$ cat src/hw/rtl/dlof_pkg.sv
// Package for the door light off-delay fader: register indexes, reset
// values, widths and the shared configuration and result types.
// Depends on nothing; every other file of the block but dlof_in_if imports it.
`timescale 1ns / 1ps
`default_nettype none

package dlof_pkg;

	// Widths of the configuration port and of the fields.
	localparam int CFG_IDX_W  = 3;
	localparam int CFG_DATA_W = 16;
	localparam int TICK_W     = 16;
	localparam int BYTE_W     = 8;

	// Register indexes on the configuration channel.
	typedef enum logic [CFG_IDX_W-1:0] {
		REG_HOLD_TICKS   = 3'd0,
		REG_HOLD_PERIODS = 3'd1,
		REG_FADE_DIVIDER = 3'd2,
		REG_FADE_STEP    = 3'd3,
		REG_FADE_MAX     = 3'd4
	} reg_idx_t;

	// Values the registers take at reset.
	localparam logic [TICK_W-1:0] HOLD_TICKS_RST   = 16'd7500;
	localparam logic [BYTE_W-1:0] HOLD_PERIODS_RST = 8'd1;
	localparam logic [BYTE_W-1:0] FADE_DIVIDER_RST = 8'd5;
	localparam logic [BYTE_W-1:0] FADE_STEP_RST    = 8'd4;
	localparam logic [BYTE_W-1:0] FADE_MAX_RST     = 8'd200;

	// Current register contents, handed from the register file to the core.
	typedef struct packed {
		logic [TICK_W-1:0] hold_ticks;
		logic [BYTE_W-1:0] hold_periods;
		logic [BYTE_W-1:0] fade_divider;
		logic [BYTE_W-1:0] fade_step;
		logic [BYTE_W-1:0] fade_max;
	} cfg_t;

	// One result item.
	typedef struct packed {
		logic              relay_on;
		logic [BYTE_W-1:0] led_level;
	} result_t;

endpackage

`default_nettype wire

$ cat src/hw/rtl/dlof_cfg_if.sv
// Configuration write channel of the door light off-delay fader.
// Depends on dlof_pkg for the index and data widths.
`timescale 1ns / 1ps
`default_nettype none

interface dlof_cfg_if
	import dlof_pkg::*;
();
	logic                  valid;
	logic                  ready;
	logic [CFG_IDX_W-1:0]  index;
	logic [CFG_DATA_W-1:0] data;

	modport source (output valid, output index, output data, input ready);
	modport sink (input valid, input index, input data, output ready);
endinterface

`default_nettype wire

$ cat src/hw/rtl/dlof_in_if.sv
// Input channel of the door light off-delay fader: one tick per transaction.
// Self-contained; carries the sampled door contact.
`timescale 1ns / 1ps
`default_nettype none

interface dlof_in_if;
	logic valid;
	logic ready;
	logic door_open;

	modport source (output valid, output door_open, input ready);
	modport sink (input valid, input door_open, output ready);
endinterface

`default_nettype wire

$ cat src/hw/rtl/dlof_out_if.sv
// Result channel of the door light off-delay fader: relay and LED level.
// Depends on dlof_pkg for the level width.
`timescale 1ns / 1ps
`default_nettype none

interface dlof_out_if
	import dlof_pkg::*;
();
	logic              valid;
	logic              ready;
	logic              relay_on;
	logic [BYTE_W-1:0] led_level;

	modport source (output valid, output relay_on, output led_level, input ready);
	modport sink (input valid, input relay_on, input led_level, output ready);
endinterface

`default_nettype wire

$ cat src/hw/rtl/dlof_regs.sv
// Configuration register file of the door light off-delay fader.
// Depends on dlof_pkg and the dlof_cfg_if channel.
`timescale 1ns / 1ps
`default_nettype none

module dlof_regs
	import dlof_pkg::*;
(
	input  wire        clk,
	input  wire        arst_n,
	dlof_cfg_if.sink   cfg,
	output cfg_t       regs
);

	cfg_t regs_q;
	logic wr_en;

	// Writes are taken in every cycle.
	assign cfg.ready = 1'b1;
	assign wr_en     = cfg.valid;
	assign regs      = regs_q;

	// Register writes; an index beyond the list is ignored.
	always_ff @(posedge clk or negedge arst_n) begin
		if (!arst_n) begin
			regs_q.hold_ticks   <= HOLD_TICKS_RST;
			regs_q.hold_periods <= HOLD_PERIODS_RST;
			regs_q.fade_divider <= FADE_DIVIDER_RST;
			regs_q.fade_step    <= FADE_STEP_RST;
			regs_q.fade_max     <= FADE_MAX_RST;
		end else if (wr_en) begin
			case (reg_idx_t'(cfg.index))
				REG_HOLD_TICKS:   regs_q.hold_ticks   <= cfg.data;
				REG_HOLD_PERIODS: regs_q.hold_periods <= cfg.data[BYTE_W-1:0];
				REG_FADE_DIVIDER: regs_q.fade_divider <= cfg.data[BYTE_W-1:0];
				REG_FADE_STEP:    regs_q.fade_step    <= cfg.data[BYTE_W-1:0];
				REG_FADE_MAX:     regs_q.fade_max     <= cfg.data[BYTE_W-1:0];
				default: ;
			endcase
		end
	end

endmodule

`default_nettype wire

$ cat src/hw/rtl/dlof_core.sv
// Timer and fade state of the door light off-delay fader, updated once per
// accepted tick. Depends on dlof_pkg.
`timescale 1ns / 1ps
`default_nettype none

module dlof_core
	import dlof_pkg::*;
(
	input  wire         clk,
	input  wire         arst_n,
	input  wire         tick_en,
	input  wire         door_open,
	input  cfg_t        regs,
	output result_t     result
);

	logic              relay_q;
	logic              armed_q;
	logic [TICK_W-1:0] tick_q;
	logic [BYTE_W-1:0] period_q;
	logic              expired_q;
	logic [BYTE_W-1:0] fade_q;
	logic [BYTE_W-1:0] bright_q;

	logic [TICK_W-1:0] tick_inc;
	logic              tick_hit;
	logic [TICK_W-1:0] tick_nxt;
	logic [BYTE_W-1:0] period_inc;
	logic              period_hit;
	logic [BYTE_W-1:0] period_nxt;
	logic              expired_set;
	logic [BYTE_W-1:0] fade_inc;
	logic              fade_hit;
	logic [BYTE_W-1:0] fade_nxt;
	logic [BYTE_W:0]   bright_sum;
	logic [BYTE_W-1:0] bright_nxt;
	logic              relay_nxt;
	logic              armed_nxt;
	logic              expired_nxt;

	// Hold timer: tick counter, then period counter, then the expiry flag.
	always_comb begin
		tick_inc    = armed_q ? tick_q + 16'd1 : tick_q;
		tick_hit    = tick_inc >= regs.hold_ticks;
		tick_nxt    = tick_hit ? tick_inc - regs.hold_ticks : tick_inc;
		period_inc  = period_q + 8'd1;
		period_hit  = tick_hit && (period_inc >= regs.hold_periods);
		if (period_hit) begin
			period_nxt = period_inc - regs.hold_periods;
		end else if (tick_hit) begin
			period_nxt = period_inc;
		end else begin
			period_nxt = period_q;
		end
		expired_set = expired_q | period_hit;
	end

	// Fade prescaler; a wrap steps the brightness in the same tick, so the
	// fade request never outlives the tick that raised it.
	always_comb begin
		fade_inc   = fade_q + 8'd1;
		fade_hit   = fade_inc >= regs.fade_divider;
		fade_nxt   = fade_hit ? fade_inc - regs.fade_divider : fade_inc;
		bright_sum = {1'b0, bright_q} + {1'b0, regs.fade_step};
		bright_nxt = bright_q;
		if (fade_hit) begin
			if (door_open) begin
				if (bright_q < regs.fade_max) begin
					bright_nxt = (bright_sum > {1'b0, regs.fade_max}) ?
						regs.fade_max : bright_sum[BYTE_W-1:0];
				end
			end else begin
				bright_nxt = (bright_q > regs.fade_step) ?
					bright_q - regs.fade_step : '0;
			end
		end
	end

	// Door handling: an open door arms, a closed door lets an expiry disarm.
	always_comb begin
		relay_nxt   = relay_q;
		armed_nxt   = armed_q;
		expired_nxt = expired_set;
		if (door_open) begin
			relay_nxt = 1'b1;
			armed_nxt = 1'b1;
		end else if (expired_set) begin
			expired_nxt = 1'b0;
			relay_nxt   = 1'b0;
			armed_nxt   = 1'b0;
		end
	end

	assign result.relay_on  = relay_nxt;
	assign result.led_level = bright_nxt;

	// State registers, advanced on each accepted tick.
	always_ff @(posedge clk or negedge arst_n) begin
		if (!arst_n) begin
			relay_q   <= 1'b0;
			armed_q   <= 1'b0;
			tick_q    <= '0;
			period_q  <= '0;
			expired_q <= 1'b0;
			fade_q    <= '0;
			bright_q  <= '0;
		end else if (tick_en) begin
			relay_q   <= relay_nxt;
			armed_q   <= armed_nxt;
			tick_q    <= door_open ? '0 : tick_nxt;
			period_q  <= door_open ? '0 : period_nxt;
			expired_q <= expired_nxt;
			fade_q    <= fade_nxt;
			bright_q  <= bright_nxt;
		end
	end

endmodule

`default_nettype wire

$ cat src/hw/rtl/dlof_outreg.sv
// Result register of the door light off-delay fader with its valid flag.
// Depends on dlof_pkg and the dlof_out_if channel.
`timescale 1ns / 1ps
`default_nettype none

module dlof_outreg
	import dlof_pkg::*;
(
	input  wire         clk,
	input  wire         arst_n,
	input  wire         load,
	input  result_t     result,
	output logic        free,
	dlof_out_if.source  res
);

	logic    valid_q;
	result_t data_q;

	// The register can take a new result when empty or when it drains now.
	assign free          = !valid_q || res.ready;
	assign res.valid     = valid_q;
	assign res.relay_on  = data_q.relay_on;
	assign res.led_level = data_q.led_level;

	// Valid flag.
	always_ff @(posedge clk or negedge arst_n) begin
		if (!arst_n) begin
			valid_q <= 1'b0;
		end else if (load) begin
			valid_q <= 1'b1;
		end else if (res.ready) begin
			valid_q <= 1'b0;
		end
	end

	// Payload.
	always_ff @(posedge clk) begin
		if (load) begin
			data_q <= result;
		end
	end

endmodule

`default_nettype wire

$ cat src/hw/rtl/door_light_off_delay_fader_unit.sv
// Staircase light off-delay timer with LED fade.
//
// Channels: tick_in carries one timer tick per transaction with the sampled
// door contact; result_out returns one transaction per tick with the relay
// drive and the LED level after that tick; cfg writes the five registers
// (hold_ticks, hold_periods, fade_divider, fade_step, fade_max at indexes 0
// to 4) and is always ready. Write registers only while no tick is in flight.
//
// The result of a tick accepted at a clock edge is loaded into the result
// register at that edge and is valid after it. One tick per clock is taken
// while the receiver keeps up; the result register decouples the two sides.
//
// Reset clears the timer, fade state and result register and loads the
// register defaults. When the receiver stalls, the pending result holds and
// tick_in.ready stays low until it is taken; a tick is still accepted in the
// cycle the pending result leaves.
//
// Depends on dlof_pkg, the three channel interfaces, dlof_regs, dlof_core
// and dlof_outreg.
`timescale 1ns / 1ps
`default_nettype none

module door_light_off_delay_fader_unit
	import dlof_pkg::*;
(
	input  wire         clk,
	input  wire         arst_n,
	dlof_cfg_if.sink    cfg,
	dlof_in_if.sink     tick_in,
	dlof_out_if.source  result_out
);

	cfg_t    regs;
	result_t result;
	logic    free;
	logic    accept;

	// A tick transaction completes when the result register has room.
	assign tick_in.ready = free;
	assign accept        = tick_in.valid && free;

	// Configuration registers.
	dlof_regs u_regs (
		.clk    (clk),
		.arst_n (arst_n),
		.cfg    (cfg),
		.regs   (regs)
	);

	// Timer and fade state.
	dlof_core u_core (
		.clk       (clk),
		.arst_n    (arst_n),
		.tick_en   (accept),
		.door_open (tick_in.door_open),
		.regs      (regs),
		.result    (result)
	);

	// Result register.
	dlof_outreg u_outreg (
		.clk    (clk),
		.arst_n (arst_n),
		.load   (accept),
		.result (result),
		.free   (free),
		.res    (result_out)
	);

endmodule

`default_nettype wire

$ cat src/flat_wrapper.sv
// flat-port wrapper written by rule: the top's interface ports become plain ports
module door_light_off_delay_fader_unit_flat import dlof_pkg::*;
  (clk, arst_n, cfg_valid, cfg_index, cfg_data, cfg_ready, tick_in_valid, tick_in_door_open, tick_in_ready, result_out_valid, result_out_relay_on, result_out_led_level, result_out_ready);
  dlof_cfg_if cfg_i ();
  dlof_in_if tick_in_i ();
  dlof_out_if result_out_i ();
  input  wire clk;
  input  wire arst_n;
  input wire logic [$bits(cfg_i.valid)-1:0] cfg_valid;
  input wire logic [$bits(cfg_i.index)-1:0] cfg_index;
  input wire logic [$bits(cfg_i.data)-1:0] cfg_data;
  output wire logic [$bits(cfg_i.ready)-1:0] cfg_ready;
  input wire logic [$bits(tick_in_i.valid)-1:0] tick_in_valid;
  input wire logic [$bits(tick_in_i.door_open)-1:0] tick_in_door_open;
  output wire logic [$bits(tick_in_i.ready)-1:0] tick_in_ready;
  output wire logic [$bits(result_out_i.valid)-1:0] result_out_valid;
  output wire logic [$bits(result_out_i.relay_on)-1:0] result_out_relay_on;
  output wire logic [$bits(result_out_i.led_level)-1:0] result_out_led_level;
  input wire logic [$bits(result_out_i.ready)-1:0] result_out_ready;
  assign cfg_i.valid = cfg_valid;
  assign cfg_i.index = cfg_index;
  assign cfg_i.data = cfg_data;
  assign cfg_ready = cfg_i.ready;
  assign tick_in_i.valid = tick_in_valid;
  assign tick_in_i.door_open = tick_in_door_open;
  assign tick_in_ready = tick_in_i.ready;
  assign result_out_valid = result_out_i.valid;
  assign result_out_relay_on = result_out_i.relay_on;
  assign result_out_led_level = result_out_i.led_level;
  assign result_out_i.ready = result_out_ready;
  door_light_off_delay_fader_unit u_core (.clk(clk), .arst_n(arst_n), .cfg(cfg_i), .tick_in(tick_in_i), .result_out(result_out_i));
endmodule
$ cat config.mk
export PLATFORM = sky130hd
export DESIGN_NAME = door_light_off_delay_fader_unit_flat
export DESIGN_NICKNAME = d
export VERILOG_FILES = /design/src/hw/rtl/dlof_pkg.sv /design/src/hw/rtl/dlof_cfg_if.sv /design/src/hw/rtl/dlof_in_if.sv /design/src/hw/rtl/dlof_out_if.sv /design/src/hw/rtl/dlof_regs.sv /design/src/hw/rtl/dlof_core.sv /design/src/hw/rtl/dlof_outreg.sv /design/src/hw/rtl/door_light_off_delay_fader_unit.sv /design/src/flat_wrapper.sv
export SDC_FILE = /design/constraint.sdc
export NUM_CORES = 1
export LEC_CHECK = 0
export BUFFER_PORTS_ARGS = -buffer_cell sky130_fd_sc_hd__buf_2
export CELL_PAD_IN_SITES_DETAIL_PLACEMENT = 1
export CELL_PAD_IN_SITES_GLOBAL_PLACEMENT = 1
export CORE_MARGIN = 2
export CORE_UTILIZATION = 53
export CTS_CLUSTER_SIZE = 14
export DETAILED_ROUTE_END_ITERATION = 10
export GPL_ROUTABILITY_DRIVEN = 0
export PLACE_DENSITY_LB_ADDON = 0.1
export RECOVER_POWER = 100
export SETUP_SLACK_MARGIN = 0.1
export SLEW_MARGIN = 20
export SYNTH_ARGS = -nofsm -noshare
export SYNTH_HDL_FRONTEND = slang
export SYNTH_HIERARCHICAL = 1
export SYNTH_SLANG_ARGS = --single-unit
$ cat constraint.sdc
create_clock -name clk -period 8.6 [get_ports clk]
set_clock_uncertainty 0.1 [all_clocks]
set_input_delay 0.43 -clock clk [delete_from_list [all_inputs] [get_ports clk]]
set_output_delay 0.43 -clock clk [all_outputs]
set_load 0.05 [all_outputs]
==> run summary, run 1 <==
The required time reported for the critical path endpoint came out at 8740 ps. The tool flagged a number of max-cap violations equal to 3. For this block, wires on met1 add up to 9.93 mm.

The number of cells after detailed placement came out at 979. After synthesis, the cell types taking the most area are sky130_fd_sc_hd__dfrtp_1 26%, sky130_fd_sc_hd__ha_1 11%, sky130_fd_sc_hd__mux2_2 7.2%, sky130_fd_sc_hd__dfstp_2 4.8%, sky130_fd_sc_hd__xnor2_1 4.5%. On the critical path, the stage with the largest delay is an instance of sky130_fd_sc_hd__and2_0. The total negative setup slack is 0 ps. The number of nets in the synthesized netlist is 881. For hold timing, the worst endpoint is u_core/u_regs/regs[45]. The core region area came out at 14,000 sq um.

The register-to-register setup slack came out at 3190 ps. The number of distinct standard cells referenced by the synthesized netlist is 79. The worst supply voltage drop on vdd came out at 0.000218 V. The post-detailed-route count of antenna-violating nets is 0.

The most used flip-flop cell after synthesis is sky130_fd_sc_hd__dfrtp_1. Global routing finished with a remaining overflow of 0. Timing would allow up to 185 MHz.

The number of pins exceeding their max-slew limit in the final report was 138. The post-route non-filler standard cell count came out at 997. Counting both buffers and inverters, the worst setup path holds a total of 0.

The number of hold-slack violations in the final timing report came to 0. The number of buffers on the longest clock path came out at 2. The area after detailed placement came out at 7940 sq um.

The sort of element at the end of the critical path is a flop. The number of I/O port buffers is 35. The number of antenna diodes in the final layout is 0.

The maximum fanout count along the critical path is 18. The number of ports placed on the die boundary came out at 37. The routed length per placed instance came out at 22.3 microns.

Before CTS, the worst setup slack after placement is 4450 ps. In the detailed route, the total length drawn on met3 is 937 microns. The critical path startpoint category is a flop. The path depth of the worst reg2reg path is 13. The top cell type by area accounts for 25.6% of the synthesized area. The synthesis-to-finish area growth is 6.71%. The length of the first detailed-routing pass in iterations came out at 5. The cell accounting for the most synthesized area is sky130_fd_sc_hd__dfrtp_1. The final total power is 3.33 mW.

The transition time at the pin with the least slew margin is 2770 ps. In the final layout, flip-flops and latches occupy 2590 sq um. The worst hold path belongs to the class input pin to flop. The final hold slack came out at 207 ps.

Setup repair after global routing left no endpoint under its margin. In this run the most critical hold path is launched from cfg_data[13]. The run finished, with violations left. The number of synthesized flops with an enable pin is 9.

The sequential-to-total area share from yosys stat is 33.9%. The synthesis warning total is 6. The post-synthesis async set-or-reset flop share came out at 91.1%. The number of buffers added by the clock tree synthesis step is 9.

The worst slew slack as a fraction of its limit is -84.4%. The synthesized instance count came out at 785. The count of endpoints failing setup in the final report is 0.

The post-DP HPWL is 16.6 mm. The die area is 15,400 sq um. The fill cell instance count of the final layout is 1,609. The worst path in the final design needs a cycle of 5410 ps, including I/O delays and setup. The H-tree was split into 3 levels.

The standby leakage power came out at 3.62 nW. The total routed wirelength came out at 22.2 mm. Traced cell by cell, the critical path runs through and4_1 -> nor3b_1 -> and3_1 -> nand3_1 -> xnor2_1 -> ha_1 -> nand2_1 -> nor2_1 -> o211ai_1 -> nand4_1 -> and2_0 -> o21ai_0 -> a221o_1.

Across every metal layer, demand over resource in global routing totals 30.2%. The post-layout net count came out at 908. The horizontal die dimension came out at 124 microns.

The routed design uses 11.0 mm of met2 wire. The power density of the placed cells came out at 409 nW/um^2. In the post-route analysis, the smallest setup slack over all paths is 3190 ps. The detail-routed via count per cell came out at 6.41.

The reg-to-reg critical path startpoint is u_core/u_core/tick_q[5]. The final reports fail on max-capacitance violations, max-slew violations. In this run the critical register-to-register path is captured at u_core/u_core/period_q[2]. The critical path is of the flop to flop type.

The fraction of layout instances using a drive strength above 1 came out at 13.7%. In this run, synthesis produced a sequential element count of 101. The per-instance average area after synthesis is 9.72 sq um.

The pin count of the biggest net entering global routing came out at 50. The hold path depth came out at 2. The post-detailed-route DRC marker count came out at 0. The initial antenna violation count came out at 1. In this run the clock root is driven by a sky130_fd_sc_hd__clkbuf_16.

The final clock period utilization by the worst path is 62.9%. The via count of the first global-routing pass is 6,739. The utilization after layout came out at 58.2%. The floorplan die height came out at 124 microns. TritonCTS built the clock tree. The floorplan row count is 43. The CTS sink count came out at 101. Among cell families on the critical path, the largest total delay comes from simple AND/OR/NAND/NOR gates. The total via count after detailed routing is 6,392. The combined area of all synthesized cells is 7630 sq um. The peak per-stage delay on the critical path is 1130 ps. The source-to-sink clock delay at the later pin of the worst-skew pair is 360 ps. After the first detailed-routing iteration, the DRC count stood at 464.

The multi-input gate area in the final layout is 4590 sq um. The data arrival time at the worst-slack endpoint came out at 5550 ps. The effective utilization at floorplan came out at 54.5%. Buffers added to address setup during post-CTS repair amount to 0. The first-pass GRT wire length is 35.5 mm. The uppermost metal layer occupied by signal nets is met5. After routing the design area is 8140 sq um.

The clock edge transition at the registers on the reported setup and hold paths came out at 70 ps.
==> kinds of logic after synthesis <==
group / Yosys count / share of synthesized area, %
compound gates: 210 / 19.6
simple gates: 185 / 13.3
xor+xnor: 55 / 6.31
buf+inv: 96 / 5.26
other cells: 1 / 0.0491
flops: 101 / 33.9
mux: 66 / 9.46
fa+ha+maj: 71 / 12.1
==> what timing repair did <==
| item | CTS | global route |
|---|---|---|
| endpoints found under the setup margin | 0 | 0 |
| hold buffers | 1 | 0 |
| hold endpoints to repair | 1 | 0 |
| gates resized for setup | 0 | 0 |
==> worst max path at each step <==
stage,cells after the start,end,from,slack [ps]
final,13,u_core/u_core/period_q[2],u_core/u_core/tick_q[5],3190
after global routing,3,u_core/u_regs/regs[46],arst_n,2700
after CTS,15,u_core/u_outreg/res.led_level[0],u_core/u_regs/regs[9],4420
after detailed placement,15,u_core/u_outreg/res.led_level[0],u_core/u_regs/regs[9],4450
after global placement,15,u_core/u_outreg/res.led_level[7],u_core/u_regs/regs[9],4730
after floorplan,13,u_core/u_core/period_q[5],u_core/u_core/tick_q[0],5110
==> cell usage after synthesis, types with 6 or more instances <==
cell type	instances
sky130_fd_sc_hd__nor2b_1	8
sky130_fd_sc_hd__a22oi_1	8
sky130_fd_sc_hd__o2bb2ai_1	13
sky130_fd_sc_hd__edfxtp_1	9
sky130_fd_sc_hd__clkbuf_1	15
sky130_fd_sc_hd__xor2_1	16
sky130_fd_sc_hd__nand3_1	24
sky130_fd_sc_hd__inv_1	69
sky130_fd_sc_hd__a211o_1	6
sky130_fd_sc_hd__dfrtp_1	78
sky130_fd_sc_hd__xnor2_1	39
sky130_fd_sc_hd__a211oi_1	8
sky130_fd_sc_hd__mux2i_1	17
sky130_fd_sc_hd__nand2_1	29
sky130_fd_sc_hd__o211ai_1	6
sky130_fd_sc_hd__buf_2	6
sky130_fd_sc_hd__ha_1	66
sky130_fd_sc_hd__o21ai_0	39
sky130_fd_sc_hd__and3_1	13
sky130_fd_sc_hd__a21oi_1	43
sky130_fd_sc_hd__o31ai_1	7
sky130_fd_sc_hd__a21o_1	12
sky130_fd_sc_hd__dfstp_2	14
sky130_fd_sc_hd__nand2b_1	12
sky130_fd_sc_hd__nor2_1	51
sky130_fd_sc_hd__nor3_1	6
sky130_fd_sc_hd__nand4_1	8
sky130_fd_sc_hd__a31oi_1	7
sky130_fd_sc_hd__a22o_1	7
sky130_fd_sc_hd__mux2_2	49
==> registers in the layout, summed over array words and instances, names as in the netlist, 8 cells and up <==
register,count
u_core/u_regs/regs,48
u_core/u_core/bright_q,8
u_core/u_core/period_q,8
u_core/u_core/fade_q,8
u_core/u_outreg/res.led_level,8
u_core/u_core/tick_q,16
==> where the power goes <==
| part | leakage (nW) | internal (mW) | switching, mW |
|---|---|---|---|
| logic | 2.27 | 0.811 | 1.31 |
| clock network | 0.139 | 0.215 | 0.188 |
| registers | 1.20 | 0.650 | 0.151 |
| total | 3.62 | 1.68 | 1.65 |
==> metal layers <==
metal	global-route usage, %	vias up
li1	-	2921
met1	39.8	3258
met2	51.1	174
met3	5.04	37
met4	9.06	2
met5	0	-
==> placed cells by master (no fill, tap or decap), types with 24 or more instances in the layout <==
cell,instances
sky130_fd_sc_hd__a21oi_1,43
sky130_fd_sc_hd__dfrtp_1,78
sky130_fd_sc_hd__ha_1,66
sky130_fd_sc_hd__inv_1,69
sky130_fd_sc_hd__mux2_2,47
sky130_fd_sc_hd__nand2_1,29
sky130_fd_sc_hd__nand3_1,24
sky130_fd_sc_hd__nor2_1,51
sky130_fd_sc_hd__o21ai_0,41
sky130_fd_sc_hd__xnor2_1,39
==> cell type report <==
cell class	instances	share of cell area, %
multi-input combinational	588	56.3
sequential	101	31.8
inverter	69	3.18
clock buffer	12	3.17
tap	180	2.77
timing repair buffer	43	2.40
clock inverter	4	0.353
Note: power is estimated with default switching activity, not from simulation.
==> run 2: changes to the inputs <==
--- a/config.mk
+++ b/config.mk
@@ -9,7 +9,7 @@
 export CELL_PAD_IN_SITES_DETAIL_PLACEMENT = 1
 export CELL_PAD_IN_SITES_GLOBAL_PLACEMENT = 1
 export CORE_MARGIN = 2
-export CORE_UTILIZATION = 53
+export CORE_UTILIZATION = 49
 export CTS_CLUSTER_SIZE = 14
 export DETAILED_ROUTE_END_ITERATION = 10
 export GPL_ROUTABILITY_DRIVEN = 0
==> constraint.sdc (replaced) <==
create_clock -name clk -period 5.5 [get_ports clk]
set_clock_uncertainty 0.1 [all_clocks]
set_input_delay 0.275 -clock clk [delete_from_list [all_inputs] [get_ports clk]]
set_output_delay 0.275 -clock clk [all_outputs]
set_load 0.05 [all_outputs]
==> run 2 against run 1 <==
  * The flow still finishes with violations (max-capacitance violations, max-slew violations)
  * Critical path depth shrank 2
  * Core utilization shrank 4.5 points
  * Sequential share of layout area shrank 0.059 points
  * Critical path type unchanged
  * Highest routed layer is now met4
==> run summary, run 2 (same netlist as run 1, synthesis figures left out) <==
The run finished, with violations left. The final reports fail on max-capacitance violations, max-slew violations. The overall overflow remaining after global route is 0 (unchanged).

The initial DRC count came out at 337 (-27%). Setup repair after global routing left no endpoint under its margin. The category of the most critical setup path is flop to flop. The effective utilization at floorplan is 50.2% (-4.4 points). The data arrival time at the worst-slack endpoint came out at 4610 ps (-940 ps).

The power density of the placed cells is 622 nW/um^2 (+52%). The net switching fraction of the power came out at 49.0% (-0.61 points). The first-pass GRT wire length is 34.9 mm (-1.7%). The clock edge transition at the registers on the reported setup and hold paths was 80 ps (about the same).

The final hold slack is 47.8 ps (-159 ps). The count of endpoints failing setup in the final report is 0 (unchanged). The H-tree depth reported by CTS is 3 (unchanged). The CTS sink count is 101 (unchanged). The total routed wirelength came out at 20.9 mm (-5.7%). The number of pins exceeding their max-slew limit in the final report is 95 (-31%). The minimum clock period came out at 4610 ps (-794 ps). The total net switching power came out at 2.49 mW (+51%). The final total power is 5.08 mW (+53%). The hold path startpoint is cfg_data[9]. The detail-routed via count per cell is 6.13 (-4.4%). The maximum fanout count along the critical path is 13 (-5). The worst supply voltage drop on vdd is 0.000239 V (+9.6%). The utilization after layout was 53.7% (-4.5 points). In the layout the commonest cells are 78 x sky130_fd_sc_hd__dfrtp_1, 69 x sky130_fd_sc_hd__inv_1, 66 x sky130_fd_sc_hd__ha_1. The peak per-stage delay on the critical path came out at 710 ps (-420 ps). The post-detailed-route count of antenna-violating nets was 0 (unchanged). The worst setup margin is 886 ps (-2310 ps). The via count of the first global-routing pass came out at 6,657 (-1.2%). The post-detailed-route DRC marker count came to 0 (unchanged). The post-DP HPWL came out at 15.9 mm (-3.9%). The share of total power in the clock network is 12.4% (+0.3 points). The initial antenna violation count is 0 (-1). The final clock period utilization by the worst path is 83.9% (+21 points). The signal on the critical path passes through and3_1 -> nand3_1 -> xnor2_1 -> ha_1 -> and4_1 -> nand3_1 -> a31oi_1 -> clkbuf_1 -> o21ai_0 -> a22oi_1 -> o21ai_0. The fraction of layout instances using a drive strength above 1 came out at 14.3% (+0.61 points). The overall routing resource usage came out at 26.6% (-3.6 points). The global routing usage on met1 was 32.8% (-7.0 points).

The slowest stage of the critical path is the sky130_fd_sc_hd__o21ai_0 cell. The most utilized layer in the global route result is met2. The die area is 16,600 sq um (+7.9%). The critical path startpoint category is a flop.

The met2 routing resource usage after global routing came to 48.0% (-3.1 points). The number of post-CTS setup repair buffers is 0 (unchanged). The number of buffers on the longest clock path came out at 2 (unchanged).

The routed length per placed instance came out at 20.8 microns (-6.5%). The source-to-sink clock delay at the later pin of the worst-skew pair is 350 ps (about the same). The required time reported for the critical path endpoint came out at 5500 ps (-3240 ps). The startpoint identified for the worst register-to-register timing path is u_core/u_core/fade_q[0]. The upper clock frequency limit is 217 MHz (+17%). The register-to-register setup slack came out at 890 ps (-2310 ps).

Leaving out fill and tap cells, the most frequent cell in the layout is sky130_fd_sc_hd__dfrtp_1. The area growth from synthesis to layout is 6.90%. The combinational cell fraction of total power came out at 62.9% (-0.9 points). The length of the first detailed-routing pass in iterations is 4 (-1). The part of the power in registers was 24.8% (+0.7 points).

The number of ports placed on the die boundary came out at 37 (unchanged). The horizontal die dimension is 129 microns (+3.9%). The fill cell instance count of the final layout is 1,758 (+9.3%). The core region area is 15,200 sq um (+8.7%). The transition time at the pin with the least slew margin came to 1890 ps (-879 ps). CTS placed an instance of sky130_fd_sc_hd__clkbuf_16 at the clock tree root. Tracing the worst setup path back leads to its startpoint at u_core/u_core/fade_q[0]. The total negative setup slack came out at 0 ps (unchanged). The number of flip-flops in the largest register is 48 (unchanged). The number of I/O port buffers came to 35 (unchanged). The internal power consumption is 2.59 mW (+54%). In this run the worst hold path is classified as input pin to flop. The worst slew slack as a fraction of its limit was -25.7% (+59 points).

The fraction of met3 tracks used by global routing is 4.28% (-0.75 points). The number of buffers added by the clock tree synthesis step came out at 9 (unchanged). The floorplan die height is 129 microns (+3.9%). The number of diodes came out at 0 (unchanged). The post-layout net count is 908 (unchanged). TritonCTS built the clock tree. The pin count of the biggest net entering global routing came out at 62 (+24%).

The total via count after detailed routing came out at 6,160 (-3.6%). STA classifies the critical path endpoint as a flop. The standby leakage power is 3.62 nW (+0.23%).

The post-placement setup slack came out at 1390 ps (-3070 ps). The number of hold-slack violations in the final timing report was 0 (unchanged). The floorplan row count came out at 45 (+4.7%). The number of maximum-capacitance constraint violations is 2 (-1).
-- run 2: changes by cell type in the layout (fill, tap and decap cells not counted), sizes merged --
| cell | previous run | this run |
|---|---|---|
| clkbuf | 32 | 28 |
| clkinvlp | 1 | 2 |
| buf | 22 | 23 |
| inv | 71 | 73 |
-- run 2: power groups by stage --
stage               logic [mW]  registers, mW  clock network (mW)
floorplan                 2.36           1.28                   0
global placement          3.05           1.25                   0
detailed placement        3.19           1.26                   0
CTS                       3.22           1.25               0.650
global route              3.54           1.29               0.676
finish                    3.19           1.26               0.628
-- run 2: final timing paths --
check	endpoint	cells after the start
min in group asynchronous	u_core/u_core/bright_q[3]	2
hold / removal	u_core/u_regs/regs[41]	2
setup / recovery	u_core/u_outreg/res.led_level[3]	11
max in group asynchronous	u_core/u_core/tick_q[15]	3
hold reg to reg	u_core/u_core/relay_q	1
setup reg to reg	u_core/u_outreg/res.led_level[3]	11
-- run 2: what timing repair did --
action / 4_1_cts / 5_1_grt
endpoints found under the setup margin: 0 / 0
resized for setup: 0 / 0
hold buffers: 1 / 0
hold endpoints to repair: 28 / 0
-- run 2: worst max-delay path, delay by kind of cell, from the launching register on --
kind / cells / cell delay (ps)
adders and majority gates: 1 / 390
DFF: 1 / 460
AOI/OAI and AO/OA: 4 / 1900
buffers and inverters: 1 / 600
and+or+nand+nor: 4 / 720
xor gates and xnor gates: 1 / 180
-- run 2: area by class of cell --
class | count | area [sq um] | share of cell area [%]
multi-input cells | 588 | 4590 | 56.3
repair buffers | 43 | 200 | 2.45
clock inverters | 7 | 57.6 | 0.706
well taps | 188 | 235 | 2.88
flip-flops and latches | 101 | 2590 | 31.8
inverters | 69 | 259 | 3.18
clock buffers | 9 | 225 | 2.76
-- run 2: routing by layer --
layer	vias up	part of all wire (%)
li1	2913	-
met1	3114	44
met2	104	51
met3	29	2.8
met4	0	2.1
met5	-	0
-- run 2: per-stage QoR --
stage / instance area [sq um] / cells
4_1_cts: 8250 / 1005
2_1_floorplan: 7630 / 785
3_5_place_dp: 7950 / 988
5_1_grt: 8160 / 1005
3_3_place_gp: 7950 / 988
6_report: 8160 / 1005
